===== config.mk =====
export PLATFORM = sky130hd
export DESIGN_NAME = strided_slice_address_generator
export DESIGN_NICKNAME = d
export VERILOG_FILES = /design/src/design/ssag_pkg.sv /design/src/design/strided_slice_address_generator.sv
export SDC_FILE = /design/constraint.sdc
export NUM_CORES = 2
export LEC_CHECK = 0
export ABC_CLOCK_PERIOD_IN_PS = 30700
export BUFFER_PORTS_ARGS = -buffer_cell sky130_fd_sc_hd__clkbuf_2
export CORE_MARGIN = 1.5
export CORE_UTILIZATION = 55
export DETAILED_ROUTE_END_ITERATION = 7
export PLACE_DENSITY = 0.81
export SLEW_MARGIN = 20
export SYNTH_ARGS = -nofsm -noshare
export SYNTH_HDL_FRONTEND = slang
export SYNTH_SLANG_ARGS = --single-unit
export TNS_END_PERCENT = 100

===== constraint.sdc =====
create_clock -name i_clk -period 30.7 [get_ports i_clk]
set_input_delay 6.14 -clock i_clk [delete_from_list [all_inputs] [get_ports i_clk]]
set_output_delay 6.14 -clock i_clk [all_outputs]
set_load 0.1 [all_outputs]

===== src/design/ssag_pkg.sv =====
`default_nettype none
package ssag_pkg;

    localparam int IDX_W  = 16;
    localparam int ADDR_W = 32;
    localparam int STR_W  = 24;
    localparam int CNT_W  = 21;
    localparam int CFG_W  = 32;

    localparam logic [1:0] CMD_LOAD  = 2'd0;
    localparam logic [1:0] CMD_BEGIN = 2'd1;
    localparam logic [1:0] CMD_NEXT  = 2'd2;

    localparam logic [1:0] STAT_OK        = 2'd0;
    localparam logic [1:0] STAT_ZERO_STEP = 2'd1;
    localparam logic [1:0] STAT_BAD_RANGE = 2'd2;
    localparam logic [1:0] STAT_INACTIVE  = 2'd3;

    localparam logic [2:0] CFG_SLICE_DIMS   = 3'd0;
    localparam logic [2:0] CFG_RUN_ELEMENTS = 3'd1;
    localparam logic [2:0] CFG_ITEM_BYTES   = 3'd2;
    localparam logic [2:0] CFG_SRC_BASE     = 3'd3;
    localparam logic [2:0] CFG_DST_BASE     = 3'd4;

    typedef enum logic [2:0] {
        S_IDLE,
        S_DIV,
        S_MUL,
        S_ADV,
        S_RESP
    } t_state;

    typedef struct packed {
        logic [1:0]              command;
        logic [1:0]              dim_index;
        logic signed [IDX_W-1:0] start_index;
        logic signed [IDX_W-1:0] stop_index;
        logic signed [IDX_W-1:0] step_value;
        logic [STR_W-1:0]        stride_bytes;
    } t_in_item;

    typedef struct packed {
        logic [ADDR_W-1:0] src_addr;
        logic [ADDR_W-1:0] dst_address;
        logic [CNT_W-1:0]  byte_count;
        logic              last;
        logic [IDX_W-1:0]  extent;
        logic [1:0]        status;
    } t_out_item;

endpackage
`default_nettype wire


===== src/design/strided_slice_address_generator.sv =====
// Strided slice address generator.
// Input channel (i_in_valid / o_in_stall, payload i_in_data) takes one command per
// transaction: load a dimension descriptor, begin a slice walk, or emit the next copy run.
// Output channel (o_out_valid / i_out_stall, payload o_out_data) returns exactly one
// result transaction per command, held in an output register until it is taken.
// Configuration registers are written through i_cfg_we / i_cfg_index / i_cfg_data.
// Work per command, from acceptance to the result entering the output register:
//   load            a restoring divider produces one extent bit per cycle
//   begin, rejected or unknown commands, next without a walk: straight to the response
//   next            one shared multiplier forms one stride product per cycle, then the
//                   odometer carries through one dimension per cycle.
// The block takes a new command only when the previous one has finished, at the earliest
// in the cycle after its result enters the output register; o_in_stall stays high meanwhile.
// A synchronous active-low reset clears all descriptors, indices and the walk, and
// returns the configuration registers to their defaults. While the receiver stalls, a
// finished result waits in the output register; the block may accept and work on the
// next command, but holds its result until the output register is free.
`default_nettype none
module strided_slice_address_generator
    import ssag_pkg::*;
#(
    parameter int MAX_DIMS = 4
) (
    input  wire logic             i_clk,
    input  wire logic             i_rst_n,
    input  wire logic             i_in_valid,
    output      logic             o_in_stall,
    input  wire t_in_item         i_in_data,
    output      logic             o_out_valid,
    input  wire logic             i_out_stall,
    output      t_out_item        o_out_data,
    input  wire logic             i_cfg_we,
    input  wire logic [2:0]       i_cfg_index,
    input  wire logic [CFG_W-1:0] i_cfg_data
);

    localparam int DW = (MAX_DIMS > 1) ? $clog2(MAX_DIMS) : 1;
    localparam int CW = $clog2(MAX_DIMS + 2);

    // Configuration registers
    logic [2:0]        r_slice_dims;
    logic [16:0]       r_run_elements;
    logic [4:0]        r_item_bytes;
    logic [ADDR_W-1:0] r_src_base;
    logic [ADDR_W-1:0] r_dst_base;

    // Dimension descriptors and walk state
    logic signed [IDX_W-1:0] r_dim_start  [MAX_DIMS];
    logic signed [IDX_W-1:0] r_dim_stop   [MAX_DIMS];
    logic signed [IDX_W-1:0] r_dim_step   [MAX_DIMS];
    logic [STR_W-1:0]        r_dim_stride [MAX_DIMS];
    logic                    r_dim_back   [MAX_DIMS];
    logic                    r_dim_valid  [MAX_DIMS];
    logic signed [IDX_W-1:0] r_cur_idx    [MAX_DIMS];
    logic [31:0]             r_copied;
    logic                    r_walk_active;

    t_state            r_state, n_state;
    logic [CW-1:0]     r_cnt;
    logic [4:0]        r_bit;
    logic [16:0]       r_rem;
    logic [16:0]       r_quo;
    logic [16:0]       r_div;
    logic [ADDR_W-1:0] r_src;
    t_out_item         r_res;
    t_out_item         r_out;
    logic              r_out_valid;

    logic          w_in_acc;
    logic          w_out_free;
    logic [CW-1:0] w_nd;
    logic [16:0]   w_re;
    logic [4:0]    w_ib;

    assign w_in_acc   = i_in_valid && (r_state == S_IDLE);
    assign w_out_free = !r_out_valid || !i_out_stall;
    assign o_in_stall = (r_state != S_IDLE);
    assign o_out_valid = r_out_valid;
    assign o_out_data  = r_out;

    // Register values are saturated into their legal ranges where they are used.
    always_comb begin
        if (r_slice_dims == 3'd0) begin
            w_nd = CW'(1);
        end else if (int'(r_slice_dims) > MAX_DIMS) begin
            w_nd = CW'(MAX_DIMS);
        end else begin
            w_nd = CW'(r_slice_dims);
        end
        if (r_run_elements == 17'd0) begin
            w_re = 17'd1;
        end else if (r_run_elements > 17'd65536) begin
            w_re = 17'd65536;
        end else begin
            w_re = r_run_elements;
        end
        if (r_item_bytes == 5'd0) begin
            w_ib = 5'd1;
        end else if (r_item_bytes > 5'd16) begin
            w_ib = 5'd16;
        end else begin
            w_ib = r_item_bytes;
        end
    end

    // Load decode
    logic              w_ld_dim_ok;
    logic              w_ld_zero;
    logic              w_ld_range;
    logic              w_ld_ok;
    logic [DW-1:0]     w_ld_dim;
    logic signed [16:0] w_st17, w_sp17, w_sg17;
    logic [16:0]       w_span;
    logic [16:0]       w_mag;
    logic [16:0]       w_num;

    assign w_ld_dim    = DW'(i_in_data.dim_index);
    assign w_ld_dim_ok = int'(i_in_data.dim_index) < MAX_DIMS;
    assign w_st17      = 17'(i_in_data.start_index);
    assign w_sp17      = 17'(i_in_data.stop_index);
    assign w_sg17      = 17'(i_in_data.step_value);
    assign w_ld_zero   = (i_in_data.step_value == '0);
    assign w_ld_range  = (!i_in_data.step_value[IDX_W-1] && !w_ld_zero && w_st17 > w_sp17) ||
                         (i_in_data.step_value[IDX_W-1] && w_sp17 > w_st17);
    assign w_ld_ok     = w_ld_dim_ok && !w_ld_zero && !w_ld_range;
    assign w_span      = i_in_data.step_value[IDX_W-1] ? 17'(w_st17 - w_sp17)
                                                       : 17'(w_sp17 - w_st17);
    assign w_mag       = i_in_data.step_value[IDX_W-1] ? 17'(-w_sg17) : 17'(w_sg17);
    assign w_num       = 17'(w_span + w_mag - 17'd1);

    // Begin check over the sliced dimensions
    logic w_all_valid;
    always_comb begin
        w_all_valid = 1'b1;
        for (int d = 0; d < MAX_DIMS; d++) begin
            if ((d < int'(w_nd)) && !r_dim_valid[d]) begin
                w_all_valid = 1'b0;
            end
        end
    end

    // Result fields that are known at acceptance; everything else starts at zero.
    t_out_item w_acc_res;
    always_comb begin
        w_acc_res = '0;
        case (i_in_data.command)
            CMD_LOAD: begin
                if (!w_ld_dim_ok) begin
                    w_acc_res.status = STAT_OK;
                end else if (w_ld_zero) begin
                    w_acc_res.status = STAT_ZERO_STEP;
                end else if (w_ld_range) begin
                    w_acc_res.status = STAT_BAD_RANGE;
                end
            end
            CMD_BEGIN: begin
                if (!w_all_valid) w_acc_res.status = STAT_INACTIVE;
            end
            CMD_NEXT: begin
                if (!r_walk_active) w_acc_res.status = STAT_INACTIVE;
            end
            default: ;
        endcase
    end

    // Divider step
    logic [16:0] w_shift;
    logic        w_ge;
    assign w_shift = {r_rem[15:0], r_quo[16]};
    assign w_ge    = (w_shift >= r_div);

    // Shared multiplier: run offset, then one stride product per dimension, then run bytes.
    logic [CW-1:0]      w_mul_sel;
    logic [DW-1:0]      w_mul_dim;
    logic signed [32:0] w_mul_a;
    logic signed [24:0] w_mul_b;
    logic signed [57:0] w_mul_p;
    logic [ADDR_W-1:0]  w_prod;

    assign w_mul_sel = CW'(r_cnt - CW'(1));
    assign w_mul_dim = w_mul_sel[DW-1:0];

    always_comb begin
        if (r_cnt == '0) begin
            w_mul_a = {1'b0, r_copied};
            w_mul_b = {20'd0, w_ib};
        end else if (r_cnt == CW'(w_nd + CW'(1))) begin
            w_mul_a = {16'd0, w_re};
            w_mul_b = {20'd0, w_ib};
        end else begin
            w_mul_a = 33'(r_cur_idx[w_mul_dim]);
            w_mul_b = {1'b0, r_dim_stride[w_mul_dim]};
        end
    end
    assign w_mul_p = w_mul_a * w_mul_b;
    assign w_prod  = w_mul_p[ADDR_W-1:0];

    // Odometer step on one dimension
    logic [DW-1:0]      w_adv_dim;
    logic signed [16:0] w_nx;
    logic               w_inside;
    assign w_adv_dim = r_cnt[DW-1:0];
    assign w_nx      = 17'(r_cur_idx[w_adv_dim]) + 17'(r_dim_step[w_adv_dim]);
    assign w_inside  = r_dim_back[w_adv_dim] ? (w_nx > 17'(r_dim_stop[w_adv_dim]))
                                             : (w_nx < 17'(r_dim_stop[w_adv_dim]));

    t_out_item w_adv_res;
    always_comb begin
        w_adv_res          = r_res;
        w_adv_res.src_addr = r_src;
        w_adv_res.last     = !w_inside && (r_cnt == '0);
    end

    always_comb begin
        n_state = r_state;
        case (r_state)
            S_IDLE: begin
                if (w_in_acc) begin
                    if (i_in_data.command == CMD_LOAD && w_ld_ok) begin
                        n_state = S_DIV;
                    end else if (i_in_data.command == CMD_NEXT && r_walk_active) begin
                        n_state = S_MUL;
                    end else begin
                        n_state = S_RESP;
                    end
                end
            end
            S_DIV: begin
                if (r_bit == 5'd0) n_state = S_RESP;
            end
            S_MUL: begin
                if (r_cnt == CW'(w_nd + CW'(1))) n_state = S_ADV;
            end
            S_ADV: begin
                if (w_inside || r_cnt == '0) n_state = S_RESP;
            end
            S_RESP: begin
                if (w_out_free) n_state = S_IDLE;
            end
            default: n_state = S_IDLE;
        endcase
    end

    always_ff @(posedge i_clk) begin
        if (!i_rst_n) begin
            r_state <= S_IDLE;
        end else begin
            r_state <= n_state;
        end
    end

    always_ff @(posedge i_clk) begin
        if (!i_rst_n) begin
            r_slice_dims   <= 3'd1;
            r_run_elements <= 17'd1;
            r_item_bytes   <= 5'd1;
            r_src_base     <= '0;
            r_dst_base     <= '0;
        end else if (i_cfg_we) begin
            case (i_cfg_index)
                CFG_SLICE_DIMS:   r_slice_dims   <= i_cfg_data[2:0];
                CFG_RUN_ELEMENTS: r_run_elements <= i_cfg_data[16:0];
                CFG_ITEM_BYTES:   r_item_bytes   <= i_cfg_data[4:0];
                CFG_SRC_BASE:     r_src_base     <= i_cfg_data[ADDR_W-1:0];
                CFG_DST_BASE:     r_dst_base     <= i_cfg_data[ADDR_W-1:0];
                default: ;
            endcase
        end
    end

    always_ff @(posedge i_clk) begin
        if (!i_rst_n) begin
            for (int d = 0; d < MAX_DIMS; d++) begin
                r_dim_start[d]  <= '0;
                r_dim_stop[d]   <= '0;
                r_dim_step[d]   <= '0;
                r_dim_stride[d] <= '0;
                r_dim_back[d]   <= 1'b0;
                r_dim_valid[d]  <= 1'b0;
                r_cur_idx[d]    <= '0;
            end
            r_copied      <= '0;
            r_walk_active <= 1'b0;
            r_out_valid   <= 1'b0;
            r_cnt         <= '0;
            r_bit         <= '0;
        end else begin
            if (r_out_valid && !i_out_stall && r_state != S_RESP) begin
                r_out_valid <= 1'b0;
            end
            case (r_state)
                S_IDLE: begin
                    if (w_in_acc) begin
                        r_res <= w_acc_res;
                        r_cnt <= '0;
                        r_src <= r_src_base;
                        case (i_in_data.command)
                            CMD_LOAD: begin
                                if (w_ld_ok) begin
                                    r_dim_start[w_ld_dim]  <= i_in_data.start_index;
                                    r_dim_stop[w_ld_dim]   <= i_in_data.stop_index;
                                    r_dim_step[w_ld_dim]   <= i_in_data.step_value;
                                    r_dim_stride[w_ld_dim] <= i_in_data.stride_bytes;
                                    r_dim_back[w_ld_dim]   <= i_in_data.step_value[IDX_W-1];
                                    r_dim_valid[w_ld_dim]  <= 1'b1;
                                    r_walk_active          <= 1'b0;
                                    r_rem <= '0;
                                    r_quo <= w_num;
                                    r_div <= w_mag;
                                    r_bit <= 5'd16;
                                end
                            end
                            CMD_BEGIN: begin
                                if (w_all_valid) begin
                                    for (int d = 0; d < MAX_DIMS; d++) begin
                                        if (d < int'(w_nd)) r_cur_idx[d] <= r_dim_start[d];
                                    end
                                    r_copied      <= '0;
                                    r_walk_active <= 1'b1;
                                end
                            end
                            default: ;
                        endcase
                    end
                end
                S_DIV: begin
                    r_rem <= w_ge ? 17'(w_shift - r_div) : w_shift;
                    r_quo <= {r_quo[15:0], w_ge};
                    r_bit <= 5'(r_bit - 5'd1);
                    if (r_bit == 5'd0) begin
                        r_res.extent <= {r_quo[14:0], w_ge};
                    end
                end
                S_MUL: begin
                    if (r_cnt == '0) begin
                        r_res.dst_address <= r_dst_base + w_prod;
                        r_cnt <= CW'(r_cnt + CW'(1));
                    end else if (r_cnt == CW'(w_nd + CW'(1))) begin
                        r_res.byte_count <= w_prod[CNT_W-1:0];
                        r_copied <= r_copied + {15'd0, w_re};
                        r_cnt    <= CW'(w_nd - CW'(1));
                    end else begin
                        r_src <= r_src + w_prod;
                        r_cnt <= CW'(r_cnt + CW'(1));
                    end
                end
                S_ADV: begin
                    r_res <= w_adv_res;
                    if (w_inside) begin
                        r_cur_idx[w_adv_dim] <= w_nx[IDX_W-1:0];
                    end else if (r_cnt == '0) begin
                        // The outermost dimension has run out: the walk is complete.
                        r_walk_active <= 1'b0;
                    end else begin
                        r_cur_idx[w_adv_dim] <= r_dim_start[w_adv_dim];
                        r_cnt <= CW'(r_cnt - CW'(1));
                    end
                end
                S_RESP: begin
                    if (w_out_free) begin
                        r_out       <= r_res;
                        r_out_valid <= 1'b1;
                    end
                end
                default: ;
            endcase
        end
    end

`ifndef SYNTH
    a_div_count: assert property (@(posedge i_clk) disable iff (!i_rst_n)
        (r_state == S_DIV) |-> (r_bit <= 5'd16))
        else $error("divider bit counter out of range");

    a_next_inactive: assert property (@(posedge i_clk) disable iff (!i_rst_n)
        (w_in_acc && i_in_data.command == CMD_NEXT && !r_walk_active) |=> (r_state == S_RESP))
        else $error("next without a walk must answer at once");

    a_last_ends_walk: assert property (@(posedge i_clk) disable iff (!i_rst_n)
        (r_state == S_RESP && r_res.last) |-> !r_walk_active)
        else $error("final run issued while the walk is still active");

    a_mul_count: assert property (@(posedge i_clk) disable iff (!i_rst_n)
        (r_state == S_MUL) |-> (r_cnt <= CW'(w_nd + CW'(1))))
        else $error("multiplier step counter beyond the sliced dimensions");
`endif

endmodule
`default_nettype wire

Word-level counts from Yosys, hierarchy flattened:

Memory sizes are Yosys's and may differ from the RTL's. A register that Yosys moved wholly into a read port is not among the register bits.
Cells that the tools add are included.

* input port bits: 116
* output and inout port bits: 106
* RAM bits: 360
* memories kept: 7
* register bits: 424

* multiplexer cells: 158
* add/sub/neg operators: 15
* multipliers: 1
* bitwise gates (word level): 5
* reductions and logical operators: 67
* $lt $le $gt $ge: 12
* equality and inequality tests: 30

Memory list
* r_dim_stride: depth 4, bits a word 24, read ports 1, clocked after memory_dff 0, wr ports 4, RTL line strided_slice_address_generator.sv:51 `logic [STR_W-1:0] r_dim_stride [MAX_DIMS];`
* r_cur_idx: depth 4, bits a word 16, read ports 2, clocked after memory_dff 1, wr ports 4, RTL line strided_slice_address_generator.sv:54 `logic signed [IDX_W-1:0] r_cur_idx [MAX_DIMS];`
* r_dim_start: depth 4, bits a word 16, read ports 5, clocked after memory_dff 1, wr ports 4, RTL line strided_slice_address_generator.sv:48 `logic signed [IDX_W-1:0] r_dim_start [MAX_DIMS];`
* r_dim_step: depth 4, bits a word 16, read ports 1, clocked after memory_dff 1, wr ports 4, RTL line strided_slice_address_generator.sv:50 `logic signed [IDX_W-1:0] r_dim_step [MAX_DIMS];`
* r_dim_stop: depth 4, bits a word 16, read ports 1, clocked after memory_dff 1, wr ports 4, RTL line strided_slice_address_generator.sv:49 `logic signed [IDX_W-1:0] r_dim_stop [MAX_DIMS];`
* r_dim_back: depth 4, bits a word 1, read ports 1, clocked after memory_dff 1, wr ports 4, RTL line strided_slice_address_generator.sv:52 `logic r_dim_back [MAX_DIMS];`
* 1 more memories

Operators by type and width (number)
* $mux 32: 9
* $mux 16: 14
* $pmux 32 s2: 3
* $mux 17: 7
* $pmux 53 s2: 1
* $mux 104: 1
* $mux 24: 3
* $mux 1: 66
* $mux 33: 2
* $add 32x32->32: 2
* $pmux 16 s2: 2
* $reduce_or 16->1: 4
* $mux 2: 21
* $mux 21: 2
* $mux 3: 14
* $pmux 17 s2: 1
* $sub 16x16->17: 2
* $mul 33x25->32: 1
* $add 32x17->32: 1
* $gt 16x16->1: 2
* $ne 2x2->1 const B: 13
* $mux 5: 5
* $reduce_and 5->1: 5
* $reduce_or 24->1: 1
* 47 further kinds: 106

Depth between registers and ports, before layout:

* depth in word-level cells: 17
* gate-level depth with buffers: 52
* gate-level depth less buffers: 45

Least setup slack after synthesis:

OpenSTA, ideal clock, no wires.

* path kind: input port to flip-flop
* from: input port i_in_data[41] in the netlist's numbering
* to: memory r_dim_back[3] (enable)
* data arrival time: 13.525 ns
* path slack: 16.570 ns
* setup time: 0.605 ns
* stages on the path: 13
* data required time: 30.095 ns
* cell sequence: inv_1 -> ha_1 -> nor2b_1 -> o21ai_0 -> a21boi_0 -> o21a_1 -> o21a_1 -> o21a_1 -> o31ai_1 -> a21oi_1 -> a21oi_1 -> nand3_1 -> o21ai_0

RTL lines
* from (decl): RTL line strided_slice_address_generator.sv:28 `input wire t_in_item i_in_data,`
* to (decl): RTL line strided_slice_address_generator.sv:52

Worst setup path in the final report:

* from: register r_cnt[0]
* to: register r_src[31], data pin

* longest elaborated chain between the ends: 9
* elaborated cells on any way between the ends: 14
* those cells by class: 2 x add/sub; 1 x mul; 1 x eq/ne; 7 x mux; 1 x reduce/logical; 2 x memory

Ends and longest elaborated chain
* from (decl): RTL line strided_slice_address_generator.sv:59 `logic [CW-1:0] r_cnt;`
* from (signal assigned): RTL line strided_slice_address_generator.sv:337 `r_cnt <= CW'(r_cnt + CW'(1));`
* from (signal assigned): RTL line strided_slice_address_generator.sv:341 `r_cnt <= CW'(w_nd - CW'(1));`
* from (signal assigned): RTL line strided_slice_address_generator.sv:344 `r_cnt <= CW'(r_cnt + CW'(1));`
* $sub 3x1->3
* $mem_v2 4x16 or $mem_v2 4x24 (tied branches)
* $mux 33 or $mux 24 (tied branches): RTL line strided_slice_address_generator.sv:187 `end else if (r_cnt == CW'(w_nd + CW'(1))) begin`
* $mux 33 or $mux 24 (tied branches): RTL line strided_slice_address_generator.sv:184 `if (r_cnt == '0) begin`
* $mul 33x25->32 *: RTL line strided_slice_address_generator.sv:195 `assign w_mul_p = w_mul_a * w_mul_b;`
* $add 32x32->32 *: RTL line strided_slice_address_generator.sv:343 `r_src <= r_src + w_prod;`
* $mux 32 *: RTL line strided_slice_address_generator.sv:338 `end else if (r_cnt == CW'(w_nd + CW'(1))) begin`
* $mux 32 *: RTL line strided_slice_address_generator.sv:335 `if (r_cnt == '0) begin`
* $pmux 32 s2 *: RTL line strided_slice_address_generator.sv:291 `case (r_state)`
* to (signal assigned): RTL line strided_slice_address_generator.sv:296 `r_src <= r_src_base;`
* to (signal assigned): RTL line strided_slice_address_generator.sv:343
* to (decl): RTL line strided_slice_address_generator.sv:64 `logic [ADDR_W-1:0] r_src;`

Every way passes the cells marked *; elsewhere a longest branch is shown, timed or not. The select of a mux whose other input is x is not followed.
A chain may end at the register's enable or synchronous reset.

==> reports/qor.yml <==
job:
  drv_cap: 0
critical_path:
  cpMostUsedCell: "fa_1"
  worstRegToRegCells: 38
  cpPeakStageDelay_ns: 0.87
  r2r_start: "r_cnt[0]"
  critPathKind: "flop to flop"
  endpoint_kind: "flop"
  worst_setup_path_start_kind: "flop"
  worst_ep_arrival_time_ns: 12.82
  reg2reg_to: "r_src[31]"
  critPathMaxFanout: 48
  slowest_stage: "and2_0"
  rrSetupSlack_ns: 18.32
  cp_data_required_time_ns: 31.14
global_route:
  grtUsageTotal: 0.302
  use_met2: 0.497
  grt_max_degree: 96
  grt_pass1_wl_um: 237000
  grt_remaining_overflow: 0
  busiest_layer: "met2"
  antenna_found_initial: 7
  grt_pass1_vias: 41300
  grt_use_met1: 0.368
  met3_usage: 0.0607
clocking:
  cts_setup_buffers: 0
  clock-sinks: 785
  cts_tree: "built"
  clock_path_buffers: 3
  ctsHoldBuffers: 0
  post_cts_resized: 0
  clk_latency_ns: 0.69
  clk_pin_slew_ns: 0.07
  numCtsBuffers: 82
  root_buffer: "clkbuf_16"
  cts_max_level: 3
synth:
  synth_edf_count: 643
  synthArstFlopShare: 0
  synth.net_count: 6156
  netlist_area_um2: 55500
  synth_area_per_cell_um2: 10.4
  ys_seq_area_frac: 0.399
  synth_ff_type: "edfxtp_1"
  ys_types: 83
  synthCells: 5332
  ys_warn_count: 0
  ys_ff_latch: 785
timing:
  fin_skew_ns: 0.0446
  setup_viol: 0
  max_clock_freq_mhz: 80.8
  hold_viol: 0
  tightest_slew_ns: 1.12
  rsz0062_at_grt: "false"
  period_share: 0.403
  fin_setup_tns_ns: 0
  maxSlewViolCount: 0
  slew_headroom: 0.231
  period_needed_ns: 12.38
  setup_ws_ns: 18.32
  hold_slack_ns: 0.413
finish:
  drive_gt1_frac: 0.109
  final_cells: 6824
  mostFrequentLayoutCells: "inv_1, edfxtp_1, nand2_1, fa_1, nor2_1"
  nNetsFinal: 6276
  synthToLayoutAreaGrowth_pct: 9.58
  final_common_cell: "inv_1"
  nFillCells: 7849
  fin_area_um2: 60800
place:
  place_inst: 6666
  dp_hpwl_um: 115000
  dpl_cell_area_um2: 58000
  place_congestion: 0.964
  pre_cts_ws_ns: 18.43
  placement.io_buffers: 221
power_and_ir_drop:
  vdd_ir_drop_max_uv: 50.1
  p_leak_nw: 25.5
  pwr_density_cell_nw_per_um2: 63.7
min_path:
  hold_path_class: "flop to flop"
  hold-path-cell-count: 0
  min_to: "o_out_data[10]"
  min_from: "r_res[10]"
drt:
  dr.pass1.iters: 7
  wl_per_cell_um: 22.8
  finalWirelength_um: 155000
  drt_iter0_drc: 4189
  drc: 0
  antenna_left: 0
  via_count: 41000
  via_per_inst: 6.01
outcome:
  outcome: "complete, no violations"
floorplan:
  die_h_um: 321
  die-area_um2: 103000
  core_um2: 100000
  dieWidth_um: 321
  rows: 116
  io-pin-count: 222
  initial_core_util: 0.555
[flip-flops by register name, indices dropped and copies added (netlist names), 5 cells and up, named ones only]
name / cells
o_out_data: 104
r_bit: 5
r_copied: 32
r_cur_idx: 64
r_dim_start: 64
r_dim_step: 63
r_dim_stop: 64
r_dim_stride: 96
r_div: 17
r_dst_base: 32
r_item_bytes: 5
r_quo: 17
r_rem: 16
r_res: 104
r_run_elements: 17
r_src: 32
r_src_base: 32
[worst max-delay path, delay by kind of cell, from the launching register on]
family                     cells  cell delay [ns]
DFF                            1             0.31
AOI/OAI and AO/OA             14             3.37
adders and majority gates     10             4.56
and+or+nand+nor                5             1.43
muxes                          2             0.63
buffers and inverters          6             1.53
xor gates and xnor gates       1             0.26
[cell type report]
class                           count  area, µm²  share of cell area
Antenna cell                        5       12.5            0.000206
Clock buffer                      110       2300              0.0379
Clock inverter                     43        513             0.00844
Inverter                          706       2650              0.0436
Multi-Input combinational cell   3584      29900               0.492
Sequential cell                   785      22200               0.364
Tap cell                         1298       1620              0.0267
Timing Repair Buffer              293       1650              0.0271
[cell usage after synthesis, drive strengths merged (7+ instances only)]
cell    count  area, µm²
a211o       7       61.3
a211oi     20        150
a21boi     19        143
a21o       89        668
a21oi     263       1320
a221oi     11       96.3
a22oi      12       90.1
a31oi      12       75.1
and2      282       1760
and3       58        363
buf        43        188
clkbuf    214        803
dfxtp     142       2840
edfxtp    643      19300
fa        395       7910
ha        313       3920
inv       705       2650
mux2i      40        400
mux4      104       2340
nand2     615       2310
nand2b     45        282
nand3      53        270
nand4      34        213
nor2      368       1390
nor2b      52        333
nor3       84        425
nor3b       8       60.1
nor4       50        313
o211ai     20        150
o21a       41        308
o21ai     214       1090
o21bai     30        225
o31ai      18        135
o41ai      11       96.3
or2        13       81.3
or3        25        156
xnor2     128       1160
xor2       60        526
[how the worst max path moves through the flow]
stage                             start             to  depth (start not counted)
final                          r_cnt[0]      r_src[31]                         38
after detailed placement       r_cnt[0]      r_src[31]                         38
after global placement         r_cnt[0]      r_src[31]                         38
after floorplan           i_in_data[41]  r_dim_back[3]                         13
after global routing           r_cnt[0]      r_src[31]                         38
after CTS                      r_cnt[0]      r_src[31]                         38
[logic make-up (layout without fill, tap and decap cells)]
family                   after synthesis  count (layout)  share of synthesized area
AO/OA/AOI/OAI                        826             826                     0.0929
XOR/XNOR                             192             192                     0.0320
adder cells (fa/ha/maj)              708             708                      0.213
buffers and inverters                963            1152                     0.0656
flip-flops                           785             785                      0.399
multiplexers                         150             150                     0.0506
other                                  1               6                  0.0000676
AND/OR/NAND/NOR                     1707            1707                      0.146
[power breakdown]
| group | switching, mW | internal, mW | leakage, nW |
|---|---|---|---|
| Combinational | 1.04 | 0.493 | 16.7 |
| Clock | 0.447 | 0.589 | 1.36 |
| Sequential | 0.0390 | 1.26 | 7.51 |
[per-stage QoR]
stage,total power [mW],util
after CTS,3.86,0.608
after global placement,2.78,0.580
after detailed placement,2.82,0.580
after global routing,4.04,0.608
after floorplan,2.38,-
final,3.87,0.608
[metal layers]
layer,share of wire,vias to the layer above,routed length [µm]
li1,-,18300,-
met3,0.091,522,14100
met5,0.000077,-,12
met4,0.066,2,10300
met1,0.37,20100,57300
met2,0.47,2150,73700
No activity file was read; power rests on OpenSTA's default activity.
